==> src/hdl/jwk_pkg.sv <==
// Shared types and constants for the jog wheel encoder and key core.
// Used by every module of the block; depends on nothing.
`timescale 1ns / 1ps

package jwk_pkg;

  // Input command codes
  typedef enum logic [1:0] {
    CMD_TICK   = 2'd0,
    CMD_STEPS  = 2'd1,
    CMD_PRESS  = 2'd2,
    CMD_REPEAT = 2'd3
  } cmd_t;

  // Configuration register indexes
  localparam logic [1:0] CFG_DEBOUNCE_DIVIDE = 2'd0;
  localparam logic [1:0] CFG_REPEAT_DELAY    = 2'd1;
  localparam logic [1:0] CFG_REPEAT_PERIOD   = 2'd2;

  // Configuration reset values
  localparam logic [7:0] DEBOUNCE_DIVIDE_RST = 8'd10;
  localparam logic [7:0] REPEAT_DELAY_RST    = 8'd50;
  localparam logic [7:0] REPEAT_PERIOD_RST   = 8'd20;

  // Decoded item handed from front to back
  typedef struct packed {
    cmd_t       cmd;
    logic [1:0] phase;    // binary phase from the Gray-coded pins
    logic       pressed;  // button pin inverted, 1 = pressed
  } op_t;

  // One result item
  typedef struct packed {
    logic signed [6:0] steps_moved;
    logic              button_flag;
  } result_t;

endpackage

==> src/hdl/jog_wheel_encoder_and_key_core.sv <==
// Top level of the jog wheel encoder and key core.
// Depends on jwk_pkg, jwk_front, jwk_back and jwk_outq.
`timescale 1ns / 1ps

// Quadrature jog wheel decoder with a debounced, auto-repeating push button.
// Items enter through a queue-style port (in_push / in_full) and results leave
// through another (out_empty / out_pop). Command 0 is a 1 ms tick carrying the
// sampled A, B and active-low button pins and gives no result; commands 1, 2
// and 3 read the step count (arithmetically halved, bit 0 kept), the press
// latch and the repeat latch, each giving one result item. Throughput is one
// item per clock outside read stalls: the back end retires one item each
// cycle from a 2-entry decode queue, and results pass through a 2-entry
// queue, so a read result shows on the out_ ports in the cycle after its item
// is taken. Reads stall only while the result queue is full; ticks never stall.
// Configuration (index 0 debounce_divide, 1 repeat_delay, 2 repeat_period;
// index 3 is ignored) is written through cfg_we/cfg_index/cfg_data and
// should only change while the block is idle.

module jog_wheel_encoder_and_key_core (
  input  logic              clk,
  input  logic              rst_n,
  // configuration write port
  input  logic              cfg_we,
  input  logic [1:0]        cfg_index,
  input  logic [7:0]        cfg_data,
  // input items
  input  logic              in_push,
  output logic              in_full,
  input  logic [1:0]        in_command,
  input  logic              in_pin_a,
  input  logic              in_pin_b,
  input  logic              in_pin_button,
  // result items
  output logic              out_empty,
  input  logic              out_pop,
  output logic signed [6:0] out_steps_moved,
  output logic              out_button_flag
);

  logic             op_valid;
  jwk_pkg::op_t     op;
  logic             op_pop;
  logic             res_full;
  logic             res_push;
  jwk_pkg::result_t res;

  // decode and queue incoming items
  jwk_front u_front (
    .clk          (clk),
    .rst_n        (rst_n),
    .in_push      (in_push),
    .in_full      (in_full),
    .in_command   (in_command),
    .in_pin_a     (in_pin_a),
    .in_pin_b     (in_pin_b),
    .in_pin_button(in_pin_button),
    .op_valid     (op_valid),
    .op           (op),
    .op_pop       (op_pop)
  );

  // encoder, debounce and latch state; one item per cycle unless a read waits for room
  jwk_back u_back (
    .clk      (clk),
    .rst_n    (rst_n),
    .cfg_we   (cfg_we),
    .cfg_index(cfg_index),
    .cfg_data (cfg_data),
    .op_valid (op_valid),
    .op       (op),
    .op_pop   (op_pop),
    .res_full (res_full),
    .res_push (res_push),
    .res      (res)
  );

  // result queue, decouples the back end from the consumer
  jwk_outq u_outq (
    .clk            (clk),
    .rst_n          (rst_n),
    .res_push       (res_push),
    .res            (res),
    .res_full       (res_full),
    .out_pop        (out_pop),
    .out_empty      (out_empty),
    .out_steps_moved(out_steps_moved),
    .out_button_flag(out_button_flag)
  );

  // A result comes only from a read item that is being retired
  a_push_from_read: assert property (@(posedge clk) disable iff (!rst_n)
    res_push |-> (op_valid && op_pop && (op.cmd != jwk_pkg::CMD_TICK)))
    else $error("result pushed without a read item");

  // The back end never overruns the result queue
  a_no_overrun: assert property (@(posedge clk) disable iff (!rst_n)
    res_push |-> !res_full)
    else $error("result queue overrun");

  // A read item is retired exactly when it produces a result
  a_read_gives_result: assert property (@(posedge clk) disable iff (!rst_n)
    (op_pop && (op.cmd != jwk_pkg::CMD_TICK)) |-> res_push)
    else $error("read item retired without a result");

  // Both queues come out of reset empty
  a_reset_empty: assert property (@(posedge clk)
    !rst_n |=> (out_empty && !in_full))
    else $error("queues not empty after reset");

endmodule

==> src/hdl/jwk_front.sv <==
// Front end: decodes input items and holds them in a 2-entry queue for the back end.
// Depends on jwk_pkg.
`timescale 1ns / 1ps

module jwk_front (
  input  logic              clk,
  input  logic              rst_n,
  input  logic              in_push,
  output logic              in_full,
  input  logic [1:0]        in_command,
  input  logic              in_pin_a,
  input  logic              in_pin_b,
  input  logic              in_pin_button,
  output logic              op_valid,
  output jwk_pkg::op_t      op,
  input  logic              op_pop
);

  jwk_pkg::op_t mem_r [2];
  jwk_pkg::op_t op_new;
  logic [1:0]   count_r, count_nxt;
  logic         wr_ptr_r, wr_ptr_nxt;
  logic         rd_ptr_r, rd_ptr_nxt;
  logic         do_push, do_pop;

  assign in_full  = (count_r == 2'd2);
  assign op_valid = (count_r != 2'd0);
  assign op       = mem_r[rd_ptr_r];
  assign do_push  = in_push && !in_full;
  assign do_pop   = op_pop && op_valid;

  // Gray to binary: high bit is A, low bit is A xor B
  always_comb begin
    op_new.cmd     = jwk_pkg::cmd_t'(in_command);
    op_new.phase   = {in_pin_a, in_pin_a ^ in_pin_b};
    op_new.pressed = ~in_pin_button;
  end

  always_comb begin
    wr_ptr_nxt = do_push ? ~wr_ptr_r : wr_ptr_r;
    rd_ptr_nxt = do_pop  ? ~rd_ptr_r : rd_ptr_r;
    count_nxt  = count_r;
    if (do_push && !do_pop) begin
      count_nxt = count_r + 2'd1;
    end else if (do_pop && !do_push) begin
      count_nxt = count_r - 2'd1;
    end
  end

  always_ff @(posedge clk) begin
    if (!rst_n) begin
      count_r  <= 2'd0;
      wr_ptr_r <= 1'b0;
      rd_ptr_r <= 1'b0;
    end else begin
      count_r  <= count_nxt;
      wr_ptr_r <= wr_ptr_nxt;
      rd_ptr_r <= rd_ptr_nxt;
    end
  end

  always_ff @(posedge clk) begin
    if (do_push) begin
      mem_r[wr_ptr_r] <= op_new;
    end
  end

endmodule

==> src/hdl/jwk_back.sv <==
// Back end: encoder accumulator, button debounce, auto-repeat and read handling.
// Holds the configuration registers. Depends on jwk_pkg.
`timescale 1ns / 1ps

module jwk_back (
  input  logic              clk,
  input  logic              rst_n,
  input  logic              cfg_we,
  input  logic [1:0]        cfg_index,
  input  logic [7:0]        cfg_data,
  input  logic              op_valid,
  input  jwk_pkg::op_t      op,
  output logic              op_pop,
  input  logic              res_full,
  output logic              res_push,
  output jwk_pkg::result_t  res
);

  logic [7:0] debounce_divide_r, repeat_delay_r, repeat_period_r;

  logic [1:0] last_phase_r, last_phase_nxt;
  logic [7:0] step_accum_r, step_accum_nxt;
  logic [7:0] sample_div_r, sample_div_nxt;
  logic       vert_low_r, vert_low_nxt;
  logic       vert_high_r, vert_high_nxt;
  logic       key_r, key_nxt;
  logic       press_latch_r, press_latch_nxt;
  logic       repeat_latch_r, repeat_latch_nxt;
  logic [7:0] repeat_count_r, repeat_count_nxt;

  logic       exec;
  logic [1:0] diff;
  logic [7:0] div_inc;
  logic       change, vl_n, vh_n, flip, key_n;
  logic [7:0] rc_base, rc_dec;

  // Ticks never stall; reads wait for room in the result queue
  assign exec   = op_valid && ((op.cmd == jwk_pkg::CMD_TICK) || !res_full);
  assign op_pop = exec;

  always_comb begin
    diff    = last_phase_r - op.phase;
    div_inc = sample_div_r + 8'd1;
    // two-bit vertical counter
    change  = key_r ^ op.pressed;
    vl_n    = ~(vert_low_r & change);
    vh_n    = vl_n ^ (vert_high_r & change);
    flip    = change & vl_n & vh_n;
    key_n   = key_r ^ flip;
    rc_base = key_n ? repeat_count_r : repeat_delay_r;
    rc_dec  = rc_base - 8'd1;
  end

  always_comb begin
    last_phase_nxt   = last_phase_r;
    step_accum_nxt   = step_accum_r;
    sample_div_nxt   = sample_div_r;
    vert_low_nxt     = vert_low_r;
    vert_high_nxt    = vert_high_r;
    key_nxt          = key_r;
    press_latch_nxt  = press_latch_r;
    repeat_latch_nxt = repeat_latch_r;
    repeat_count_nxt = repeat_count_r;
    res_push         = 1'b0;
    res              = '0;
    if (exec) begin
      unique case (op.cmd)
        jwk_pkg::CMD_TICK: begin
          // one-step change moves the count; two-step change is dropped
          if (diff[0]) begin
            last_phase_nxt = op.phase;
            step_accum_nxt = diff[1] ? step_accum_r + 8'd1 : step_accum_r - 8'd1;
          end
          if (div_inc == debounce_divide_r) begin
            sample_div_nxt  = 8'd0;
            vert_low_nxt    = vl_n;
            vert_high_nxt   = vh_n;
            key_nxt         = key_n;
            press_latch_nxt = press_latch_r | (key_n & flip);
            if (rc_dec == 8'd0) begin
              repeat_count_nxt = repeat_period_r;
              repeat_latch_nxt = repeat_latch_r | key_n;
            end else begin
              repeat_count_nxt = rc_dec;
            end
          end else begin
            sample_div_nxt = div_inc;
          end
        end
        jwk_pkg::CMD_STEPS: begin
          res_push        = 1'b1;
          res.steps_moved = $signed(step_accum_r[7:1]);
          step_accum_nxt  = {7'd0, step_accum_r[0]};
        end
        jwk_pkg::CMD_PRESS: begin
          res_push        = 1'b1;
          res.button_flag = press_latch_r;
          press_latch_nxt = 1'b0;
        end
        jwk_pkg::CMD_REPEAT: begin
          res_push         = 1'b1;
          res.button_flag  = repeat_latch_r;
          repeat_latch_nxt = 1'b0;
        end
      endcase
    end
  end

  always_ff @(posedge clk) begin
    if (!rst_n) begin
      debounce_divide_r <= jwk_pkg::DEBOUNCE_DIVIDE_RST;
      repeat_delay_r    <= jwk_pkg::REPEAT_DELAY_RST;
      repeat_period_r   <= jwk_pkg::REPEAT_PERIOD_RST;
    end else if (cfg_we) begin
      case (cfg_index)
        jwk_pkg::CFG_DEBOUNCE_DIVIDE: debounce_divide_r <= cfg_data;
        jwk_pkg::CFG_REPEAT_DELAY:    repeat_delay_r    <= cfg_data;
        jwk_pkg::CFG_REPEAT_PERIOD:   repeat_period_r   <= cfg_data;
        default: ;
      endcase
    end
  end

  always_ff @(posedge clk) begin
    if (!rst_n) begin
      last_phase_r   <= 2'd0;
      step_accum_r   <= 8'd0;
      sample_div_r   <= 8'd0;
      vert_low_r     <= 1'b0;
      vert_high_r    <= 1'b0;
      key_r          <= 1'b0;
      press_latch_r  <= 1'b0;
      repeat_latch_r <= 1'b0;
      repeat_count_r <= 8'd0;
    end else begin
      last_phase_r   <= last_phase_nxt;
      step_accum_r   <= step_accum_nxt;
      sample_div_r   <= sample_div_nxt;
      vert_low_r     <= vert_low_nxt;
      vert_high_r    <= vert_high_nxt;
      key_r          <= key_nxt;
      press_latch_r  <= press_latch_nxt;
      repeat_latch_r <= repeat_latch_nxt;
      repeat_count_r <= repeat_count_nxt;
    end
  end

endmodule

==> src/hdl/jwk_outq.sv <==
// Result queue: 2-entry queue between the back end and the result ports.
// Depends on jwk_pkg.
`timescale 1ns / 1ps

module jwk_outq (
  input  logic                clk,
  input  logic                rst_n,
  input  logic                res_push,
  input  jwk_pkg::result_t    res,
  output logic                res_full,
  input  logic                out_pop,
  output logic                out_empty,
  output logic signed [6:0]   out_steps_moved,
  output logic                out_button_flag
);

  jwk_pkg::result_t mem_r [2];
  jwk_pkg::result_t head;
  logic [1:0]       count_r, count_nxt;
  logic             wr_ptr_r, wr_ptr_nxt;
  logic             rd_ptr_r, rd_ptr_nxt;
  logic             do_push, do_pop;

  assign res_full        = (count_r == 2'd2);
  assign out_empty       = (count_r == 2'd0);
  assign head            = mem_r[rd_ptr_r];
  assign out_steps_moved = head.steps_moved;
  assign out_button_flag = head.button_flag;
  assign do_push         = res_push && !res_full;
  assign do_pop          = out_pop && !out_empty;

  always_comb begin
    wr_ptr_nxt = do_push ? ~wr_ptr_r : wr_ptr_r;
    rd_ptr_nxt = do_pop  ? ~rd_ptr_r : rd_ptr_r;
    count_nxt  = count_r;
    if (do_push && !do_pop) begin
      count_nxt = count_r + 2'd1;
    end else if (do_pop && !do_push) begin
      count_nxt = count_r - 2'd1;
    end
  end

  always_ff @(posedge clk) begin
    if (!rst_n) begin
      count_r  <= 2'd0;
      wr_ptr_r <= 1'b0;
      rd_ptr_r <= 1'b0;
    end else begin
      count_r  <= count_nxt;
      wr_ptr_r <= wr_ptr_nxt;
      rd_ptr_r <= rd_ptr_nxt;
    end
  end

  always_ff @(posedge clk) begin
    if (do_push) begin
      mem_r[wr_ptr_r] <= res;
    end
  end

endmodule

==> config.mk <==
export PLATFORM = sky130hd
export DESIGN_NAME = jog_wheel_encoder_and_key_core
export DESIGN_NICKNAME = d
export VERILOG_FILES = /design/src/hdl/jwk_pkg.sv /design/src/hdl/jog_wheel_encoder_and_key_core.sv /design/src/hdl/jwk_front.sv /design/src/hdl/jwk_back.sv /design/src/hdl/jwk_outq.sv
export SDC_FILE = /design/constraint.sdc
export NUM_CORES = 1
export LEC_CHECK = 0
export BUFFER_PORTS_ARGS = -buffer_cell sky130_fd_sc_hd__buf_2
export CAP_MARGIN = 20
export CORE_UTILIZATION = 24
export DETAILED_ROUTE_END_ITERATION = 8
export GPL_ROUTABILITY_DRIVEN = 0
export PLACE_DENSITY = 0.45
export SYNTH_ARGS = -nofsm -noshare
export SYNTH_HDL_FRONTEND = slang
export SYNTH_SLANG_ARGS = --single-unit
==> constraint.sdc <==
create_clock -name clk -period 7.7 [get_ports clk]
set_input_delay 1.54 -clock clk [delete_from_list [all_inputs] [get_ports clk]]
set_output_delay 1.54 -clock clk [all_outputs]
set_load 0.005 [all_outputs]
==> results.py, run 1 <==
metrics = {
    "run_status": {
        "status": "finished, final reports clean",
    },
    "place": {
        "port_buffers": 29,
        "dpl_cell_area_sq_mm": 0.00499,
        "dp_hpwl_microns": 7370,
    },
    "sta": {
        "fmax_mhz": 237,
        "worstMarginPinSlew_ps": 942,
        "hold_ws_ps": 477,
        "period_needed_ps": 4210,
        "hold_viol": 0,
        "setup_viol": 0,
        "rsz0062_at_grt": "false",
        "fin_tns_setup_ps": 0,
        "fin_skew_ps": 7.73,
        "max_slew_margin": 0.367,
        "finalCritPeriodShare": 0.547,
        "drv_slew": 0,
    },
    "floorplanning": {
        "io_pins": 30,
        "coreArea_sq_mm": 0.0188,
        "start_util": 0.246,
        "die_x_microns": 141,
        "die-height_microns": 141,
        "num_rows": 50,
        "dieArea_sq_mm": 0.0198,
    },
    "yosys": {
        "synthCells": 463,
        "synth.distinct_cells": 59,
        "synth_top_cell_area_share": 0.282,
        "ys_seq_area_frac": 0.452,
        "synth_edf_count": 26,
        "synth-main-ff-cell": "dfxtp_1",
        "yosys-top-cells-area": "dfxtp_1 28%, edfxtp_1 17%, mux2i_1 8.0%",
        "synthArstFlopShare": 0,
        "syn_avg_cell_area_sq_um": 9.96,
        "synth_common_cells": "65 x dfxtp_1, 52 x nor2_1, 37 x mux2i_1",
        "synth.most_common_cell": "dfxtp_1",
        "synth_area_leader_cell": "dfxtp_1",
        "yosys_warnings": 0,
        "ys_ff_latch": 91,
        "syn_nets": 501,
        "synthesis.area_sq_mm": 0.00461,
    },
    "worst_setup_path": {
        "critPathLaunchType": "flop",
        "criticalPathCategory": "flop to flop",
        "worstPathMaxFanout": 23,
        "required_ps": 7960,
        "cp.arrival_ps": 4480,
        "cp-end-kind": "flop",
    },
    "global_route": {
        "gr-total-overflow": 0,
        "grtUsageTotal": 0.110,
        "grt_first_pass_wirelength_microns": 17100,
        "grt_pass1_vias": 3403,
        "grt_antenna_before_repair": 0,
        "grt_max_degree": 31,
    },
    "clock_tree": {
        "cts_tree": "yes",
        "cts_root_buf": "clkbuf_16",
        "cts.sinks": 91,
        "cts_setup_buffers": 0,
        "htreeDepth": 3,
        "ctsHoldBuffers": 0,
        "clkTransAtPathRegs_ps": 70,
        "postCtsResizedCells": 0,
        "cts_buffer_depth": 2,
        "cts_made_buffers": 9,
        "clk_latency_ps": 350,
    },
    "drt": {
        "wl_microns": 10200,
        "drt_first_pass_iters": 5,
        "ant_nets": 0,
        "num_vias": 3442,
        "wl_per_cell_microns": 14.0,
        "drt-vias-per-instance": 4.73,
        "drc": 0,
        "drt_iter0_markers": 199,
    },
    "cells_and_area": {
        "drive_above_1_share": 0.142,
        "diodes": 0,
        "finalInstanceArea_sq_mm": 0.00530,
        "n_fill_cell": 1973,
        "fin_nets": 526,
        "area_growth_pct": 15.0,
    },
    "worst_hold_path": {
        "worstHoldPathType": "flop to flop",
    },
    "power_and_ir_drop": {
        "powerDensity_mw_per_mm2": 293,
        "total_power_mw": 1.55,
        "irDropWorstVdd_v": 0.000100,
        "p_leak_nw": 2.10,
    },
    "job": {
        "drv_cap": 0,
    },
}
layer usage:
| layer | global-route usage | vias up | wire length [microns] |
|---|---|---|---|
| met2 | 0.185 | 38 | 4850 |
| met3 | 0.0217 | 12 | 216 |
| li1 | - | 1724 | - |
| met1 | 0.138 | 1668 | 4970 |
| met5 | 0 | - | 0 |
| met4 | 0.0452 | 0 | 165 |
path summary, 6_finish.rpt:
kind | start | to | slack, ps | depth (start not counted)
min | u_back.last_phase_r[0] | u_back.last_phase_r[0] | 480 | 2
max | flop | u_back.repeat_count_r[2] | 3490 | 13
max reg2reg | flop | u_back.repeat_count_r[2] | 3490 | 13
min reg2reg | u_back.last_phase_r[0] | u_back.last_phase_r[0] | 480 | 2
state kept, by name, indices dropped and copies added, names as in the netlist, named ones only:
| signal | flops |
|---|---|
| u_outq.wr_ptr_r | 1 |
| u_back.vert_high_r | 1 |
| u_outq.mem_r | 16 |
| u_back.repeat_latch_r | 1 |
| u_front.wr_ptr_r | 1 |
| u_outq.count_r | 2 |
| u_front.count_r | 2 |
| u_back.last_phase_r | 2 |
| u_outq.rd_ptr_r | 1 |
| u_back.vert_low_r | 1 |
| u_back.debounce_divide_r | 8 |
| u_back.sample_div_r | 8 |
| u_back.repeat_delay_r | 8 |
| u_front.mem_r | 10 |
| u_back.repeat_period_r | 8 |
| u_back.press_latch_r | 1 |
| u_back.step_accum_r | 8 |
| u_back.key_r | 1 |
| u_front.rd_ptr_r | 1 |
| u_back.repeat_count_r | 8 |
layout by cell type, fill, tap and decap left out, types with 3 or more instances in the layout:
| master | n |
|---|---|
| a32o_1 | 4 |
| nor2_1 | 52 |
| a21oi_1 | 21 |
| nand2_1 | 25 |
| nor3b_1 | 6 |
| or3_1 | 6 |
| mux2_2 | 11 |
| o21ai_0 | 26 |
| ha_1 | 17 |
| nand3b_1 | 3 |
| nor3_1 | 8 |
| dfxtp_1 | 65 |
| a22oi_1 | 7 |
| inv_6 | 3 |
| inv_1 | 13 |
| nor4_1 | 3 |
| buf_2 | 29 |
| xor2_1 | 15 |
| a31oi_1 | 6 |
| buf_4 | 3 |
| clkbuf_16 | 9 |
| edfxtp_1 | 26 |
| and2_1 | 7 |
| nand2b_1 | 4 |
| mux2i_1 | 37 |
| nand3_1 | 5 |
| a21o_1 | 3 |
| nor2b_1 | 7 |
| a211oi_1 | 4 |
| and3_1 | 10 |
| xnor2_1 | 16 |
final cells by class:
cell class	count	area, sq um	area share
multi-input cells	339	2390	0.451
flip-flops and latches	91	2080	0.393
well taps	234	293	0.0552
clock buffers	9	225	0.0425
repair buffers	34	184	0.0347
clock inverters	7	75.1	0.0142
inverters	13	48.8	0.00921
logic make-up after synthesis:
logic type	Yosys count	synth area share
AND/OR/NAND/NOR	151	0.173
AO/OA/AOI/OAI	90	0.126
buffers and inverters	33	0.0296
multiplexers	49	0.110
XOR/XNOR	31	0.0589
flip-flops	91	0.452
adder cells (fa/ha/maj)	18	0.0505
worst max-delay path, cell delays in order, from the launching register on:
cell      delay, ps
dfxtp_1         460
mux2i_1         250
xnor2_1         170
nor3b_1         230
ha_1            670
mux2i_1         370
ha_1            330
nor2b_1         190
mux2_2          340
o32ai_1         330
nand4b_2        220
nor2_4          240
a21oi_1         100
a211oi_1        240
power breakdown:
part           internal [mW]  leakage, nW  switching, mW
logic                  0.219         1.19          0.278
registers              0.562        0.772         0.0414
clock network          0.254        0.140          0.198
total                   1.04         2.10          0.518
metrics by stage:
stage,worst slack (ps),std cells,utilization
floorplan,3790,463,-
detailed placement,3430,710,0.266
global placement,3540,709,0.266
CTS,3430,726,0.282
finish,3490,727,0.282
global route,3010,727,0.282
Note: power is estimated with default switching activity, not from simulation.
==> run 2: changes to the inputs <==
- PLACE_DENSITY: 0.45 -> 0.46
- clock period: 7.7 -> 3.7 ns (I/O delays scaled with it)
==> results.py, run 2 (synthesis gave the netlist of run 1 again) <==
metrics = {
    "global_route": {
        "grtUsageTotal": 0.108,
        "grt_max_degree": 30,
        "grt_pass1_vias": 3400,
        "gr-total-overflow": 0,
        "grt_first_pass_wirelength_microns": 17000,
        "grt_antenna_before_repair": 0,
    },
    "power_and_ir_drop": {
        "irDropWorstVdd_v": 0.000232,
        "cell_internal_pwr_mw": 2.22,
        "seqPwrFrac": 0.379,
        "p_sw_mw": 1.10,
        "p_clk_frac": 0.279,
        "p_comb_frac": 0.342,
        "powerDensity_mw_per_mm2": 609,
        "p_sw_frac": 0.331,
        "p_leak_nw": 2.18,
    },
    "drt": {
        "ant_nets": 0,
        "wl_per_cell_microns": 14.0,
        "num_vias": 3438,
        "drt_first_pass_iters": 4,
        "drt-vias-per-instance": 4.67,
        "drt_iter0_markers": 181,
        "wl_microns": 10300,
        "drc": 0,
    },
    "floorplanning": {
        "die-height_microns": 141,
        "dieArea_sq_mm": 0.0198,
        "num_rows": 50,
        "die_x_microns": 141,
        "io_pins": 30,
        "coreArea_sq_mm": 0.0188,
        "start_util": 0.246,
    },
    "clock_tree": {
        "htreeDepth": 3,
        "clk_latency_ps": 340,
        "cts_tree": "yes",
        "cts_root_buf": "clkbuf_16",
        "cts.sinks": 91,
        "cts_buffer_depth": 2,
        "cts_made_buffers": 9,
        "clkTransAtPathRegs_ps": 70,
    },
    "sta": {
        "worstMarginPinSlew_ps": 818,
        "max_slew_margin": 0.454,
        "hold_ws_ps": 475,
        "fin_skew_ps": 13.0,
        "drv_slew": 0,
        "period_needed_ps": 3500,
        "fmax_mhz": 286,
        "finalCritPeriodShare": 0.946,
        "hold_viol": 0,
        "setup_viol": 0,
    },
    "cells_and_area": {
        "layout_commonest_cell": "dfxtp_1",
        "final_cell_mix": "65 x dfxtp_1, 52 x nor2_1, 35 x mux2i_1, 29 x buf_2",
        "n_fill_cell": 1966,
        "fin_nets": 535,
        "multi_input_area_sq_mm": 0.00246,
        "largest_reg_flops": 16,
        "reg.largest.list": "u_outq.mem_r x16, u_front.mem_r x10",
        "top_register": "u_outq.mem_r",
        "area_growth_pct": 18.0,
        "regArea_sq_mm": 0.00208,
        "drive_above_1_share": 0.171,
        "stdcell_count": 736,
        "diodes": 0,
    },
    "worst_setup_path": {
        "cp-end-kind": "flop",
        "cp.arrival_ps": 3740,
        "critPathLaunchType": "flop",
        "worst_path_largest_cell_delay_ps": 350,
        "path_buf_inv": 0,
        "timing.rr.end": "u_back.repeat_latch_r",
        "r2r_cells": 13,
        "required_ps": 3940,
        "criticalPathCategory": "flop to flop",
        "ff2ff_setup_slack_ps": 200,
        "cp_slowest_cell": "mux2_2",
        "cpLargestDelayFamily": "multiplexers",
        "worstPathMaxFanout": 7,
        "crit_chain": "mux2i_1 > xnor2_1 > nor3b_2 > ha_4 > mux2i_2 > ha_4 > nor2b_1 > mux2_2 > o32ai_2 > nand4b_4 > o41ai_4 > mux2i_1 > nor2_1",
    },
    "worst_hold_path": {
        "worstHoldEndpoint": "u_back.last_phase_r[0]",
        "hold_path_depth": 2,
        "hold_start": "u_back.last_phase_r[0]",
        "worstHoldPathType": "flop to flop",
    },
    "place": {
        "port_buffers": 29,
        "placedCellCount": 716,
        "dp_hpwl_microns": 7550,
    },
    "run_status": {
        "status": "finished, final reports clean",
    },
    "job": {
        "drv_cap": 0,
    },
}
## run 2: cell types whose count changed in the layout (fill, tap and decap cells not counted), moves of 2 or more
cell	before	now
clkinvlp_4	2	0
mux2i_2	0	2
buf_4	3	13
mux2i_1	37	35
ha_1	17	15
ha_4	0	2
## run 2: worst register-to-register path, stage by stage, from the launching register on
cell and delay, ps:
dfxtp_1 340, mux2i_1 220, xnor2_1 170, nor3b_2 270
ha_4 270, mux2i_2 290, ha_4 220, nor2b_1 150
mux2_2 350, o32ai_2 340, nand4b_4 190, o41ai_4 330
mux2i_1 220, nor2_1 60
## run 2: power by group through the flow
stage	registers, mW	logic (mW)	clock network (mW)
floorplan	1.24	0.839	0
global placement	1.27	1.07	0
detailed placement	1.28	1.11	0
CTS	1.26	1.11	0.952
global route	1.27	1.27	0.994
finish	1.26	1.13	0.926
## run 2: worst max-delay path by stage
stage	endpoint	depth (start not counted)	startpoint	slack (ps)
2_1_floorplan	u_back.repeat_latch_r	16	flop	0.7
3_3_place_gp	u_back.repeat_latch_r	12	flop	120
3_5_place_dp	u_back.repeat_latch_r	13	flop	70
4_1_cts	u_back.repeat_latch_r	12	flop	60
5_1_grt	u_back.repeat_latch_r	12	flop	-30
6_report	u_back.repeat_latch_r	13	flop	200
## run 2: routing by layer
layer / wire length (microns) / GRT usage
met4: 293 / 0.0538
met1: 4950 / 0.137
met5: 0 / 0
met2: 4820 / 0.179
met3: 236 / 0.0177
## run 2: area by class of cell
type                            instances  area share
Clock inverter                          5     0.00736
Multi-Input combinational cell        339       0.452
Inverter                               13     0.00897
Sequential cell                        91       0.383
Timing Repair Buffer                   43      0.0467
Clock buffer                           11      0.0485
Tap cell                              234      0.0538
## run 2: per-stage QoR
stage / total power, mW / TNS (ps) / setup slack (ps) / utilization / instance area (sq um)
4_1_cts: 3.32 / 0 / 57.6 / 0.286 / 5360
2_1_floorplan: 2.08 / 0 / 0.713 / - / 4640
3_3_place_gp: 2.35 / 0 / 124 / 0.269 / 5050
6_report: 3.31 / 0 / 200 / 0.290 / 5440
3_5_place_dp: 2.39 / 0 / 70.7 / 0.269 / 5050
5_1_grt: 3.54 / -28.4 / -28.4 / 0.290 / 5440
## run 2: what timing repair did
action / 4_1_cts / 5_1_grt
endpoints found under the setup margin: 0 / 6
hold endpoints to repair: 0 / 0
resized for setup: 0 / 7
buffers inserted: 0 / 4
hold buffers: 0 / 0
==> run 3: changes to the inputs <==
- ABC_AREA: default -> 1
==> results.py, run 3 <==
metrics = {
    "yosys": {
        "synth.most_common_cell": "nand2_1",
        "synthesis.area_sq_mm": 0.00463,
        "synth_top_cell_area_share": 0.281,
        "yosys-top-cells-area": "dfxtp_1 28%, edfxtp_1 17%, nand2_1 11%",
        "yosys_warnings": 0,
        "synth_area_leader_cell": "dfxtp_1",
        "ys_seq_area_frac": 0.449,
        "syn_avg_cell_area_sq_um": 7.93,
        "synth_common_cells": "138 x nand2_1, 69 x inv_1, 65 x dfxtp_1",
        "synth.distinct_cells": 39,
        "ys_ff_latch": 91,
        "synthCells": 584,
        "syn_nets": 622,
        "synth-main-ff-cell": "dfxtp_1",
        "synthArstFlopShare": 0,
        "synth_edf_count": 26,
    },
    "global_route": {
        "grt_max_degree": 38,
        "gr-total-overflow": 0,
        "grt_pass1_vias": 3753,
        "grt_first_pass_wirelength_microns": 18300,
        "grt_antenna_before_repair": 0,
        "grtUsageTotal": 0.117,
    },
    "worst_setup_path": {
        "required_ps": 3980,
        "cp-end-kind": "flop",
        "cp.arrival_ps": 3530,
        "criticalPathCategory": "flop to flop",
        "critPathLaunchType": "flop",
        "worstPathMaxFanout": 15,
    },
    "clock_tree": {
        "cts_buffer_depth": 2,
        "clkTransAtPathRegs_ps": 70,
        "htreeDepth": 3,
        "ctsHoldBuffers": 0,
        "clk_latency_ps": 340,
        "postCtsResizedCells": 0,
        "cts_tree": "yes",
        "cts_root_buf": "clkbuf_16",
        "cts_made_buffers": 9,
        "cts.sinks": 91,
        "cts_setup_buffers": 0,
    },
    "power_and_ir_drop": {
        "irDropWorstVdd_v": 0.000214,
        "p_sw_frac": 0.380,
        "seqPwrFrac": 0.360,
        "cell_internal_pwr_mw": 2.19,
        "powerDensity_mw_per_mm2": 655,
        "p_sw_mw": 1.34,
        "total_power_mw": 3.52,
        "p_leak_nw": 2.20,
        "p_comb_frac": 0.374,
        "p_clk_frac": 0.266,
    },
    "worst_hold_path": {
        "worstHoldPathType": "flop to flop",
        "hold_start": "u_front.rd_ptr_r",
    },
    "cells_and_area": {
        "reg.largest.list": "u_outq.mem_r x16, u_front.mem_r x10",
        "layout_commonest_cell": "nand2_1",
        "diodes": 0,
        "drive_above_1_share": 0.153,
        "final_cell_mix": "138 x nand2_1, 69 x inv_1, 65 x dfxtp_1, 53 x a21oi_1, 45 x o21ai_0",
        "n_fill_cell": 2012,
        "regArea_sq_mm": 0.00208,
        "multi_input_area_sq_mm": 0.00220,
        "fin_nets": 653,
        "area_growth_pct": 16.0,
        "largest_reg_flops": 16,
        "top_register": "u_outq.mem_r",
    },
    "drt": {
        "drt_iter0_markers": 302,
        "drt-vias-per-instance": 4.34,
        "ant_nets": 0,
        "num_vias": 3815,
        "drc": 0,
        "wl_microns": 10700,
        "drt_first_pass_iters": 6,
        "wl_per_cell_microns": 12.2,
    },
    "sta": {
        "fmax_mhz": 308,
        "drv_slew": 0,
        "rsz0062_at_grt": "false",
        "fin_skew_ps": 6.20,
        "worstMarginPinSlew_ps": 662,
        "hold_viol": 0,
        "finalCritPeriodShare": 0.877,
        "fin_tns_setup_ps": 0,
        "max_slew_margin": 0.559,
        "period_needed_ps": 3240,
        "setup_viol": 0,
    },
    "place": {
        "dp_hpwl_microns": 8160,
        "port_buffers": 29,
    },
    "job": {
        "drv_cap": 0,
    },
    "floorplanning": {
        "io_pins": 30,
        "die_x_microns": 141,
        "die-height_microns": 141,
        "coreArea_sq_mm": 0.0188,
        "num_rows": 50,
        "start_util": 0.246,
        "dieArea_sq_mm": 0.0199,
    },
    "run_status": {
        "status": "finished, final reports clean",
    },
}
## run 3: logic make-up (layout without fill, tap and decap cells)
logic type,count (synthesis),after routing,synth area share
mux,9,9,0.0219
compound gates,118,118,0.137
fa+ha+maj,18,18,0.0502
buf+inv,89,125,0.0764
flops,91,91,0.449
simple gates,250,250,0.248
xor+xnor,9,9,0.0170
## run 3: layout make-up
class,instances,share of cell area
Clock inverter,7,0.0142
Tap cell,260,0.0605
Clock buffer,9,0.0419
Inverter,75,0.0533
Multi-Input combinational cell,404,0.409
Timing Repair Buffer,34,0.0340
Sequential cell,91,0.387
## run 3: final timing paths
check / endpoint / slack [ps] / depth (start not counted)
worst min-delay path: u_front.rd_ptr_r / 450 / 1
worst min register to register: u_front.rd_ptr_r / 450 / 1
worst max-delay path: u_back.repeat_latch_r / 460 / 20
worst max register to register: u_back.repeat_latch_r / 460 / 20
## run 3: stage by stage
step,utilization,instance area [sq um],hold slack [ps],cells,setup slack [ps]
5_1_grt,0.285,5380,490,880,43.5
6_report,0.285,5380,454,880,457
3_5_place_dp,0.269,5070,445,864,431
2_1_floorplan,-,4630,421,584,814
3_3_place_gp,0.269,5070,439,864,498
4_1_cts,0.285,5380,456,880,415
## run 3: worst max-delay path: stages (launching register included)
cell	delay, ps
dfxtp_1	460
o21ai_0	130
or2_2	310
nand2_1	70
nor3_1	40
ha_1	520
inv_6	130
o21ai_2	220
inv_1	110
ha_1	220
nand3_1	120
nand2_1	90
nor2_2	90
nand3_2	80
nor2_4	120
nand3_4	140
nand2_2	100
nand3_2	60
nand2_1	60
inv_1	40
nor2_1	80
## run 3: layer usage
| layer | global-route usage | vias to the layer above | wire (microns) |
|---|---|---|---|
| met5 | 0 | - | 0 |
| met4 | 0.0509 | 0 | 246 |
| met3 | 0.0245 | 15 | 347 |
| met2 | 0.196 | 56 | 5170 |
| met1 | 0.144 | 1753 | 4960 |
| li1 | - | 1991 | - |
## run 3: power by group through the flow
stage	registers, mW	logic, mW	clock network (mW)
6_report	1.27	1.32	0.936
5_1_grt	1.29	1.52	1.01
4_1_cts	1.27	1.34	0.967
3_5_place_dp	1.29	1.33	0
3_3_place_gp	1.29	1.30	0
2_1_floorplan	1.25	1.03	0
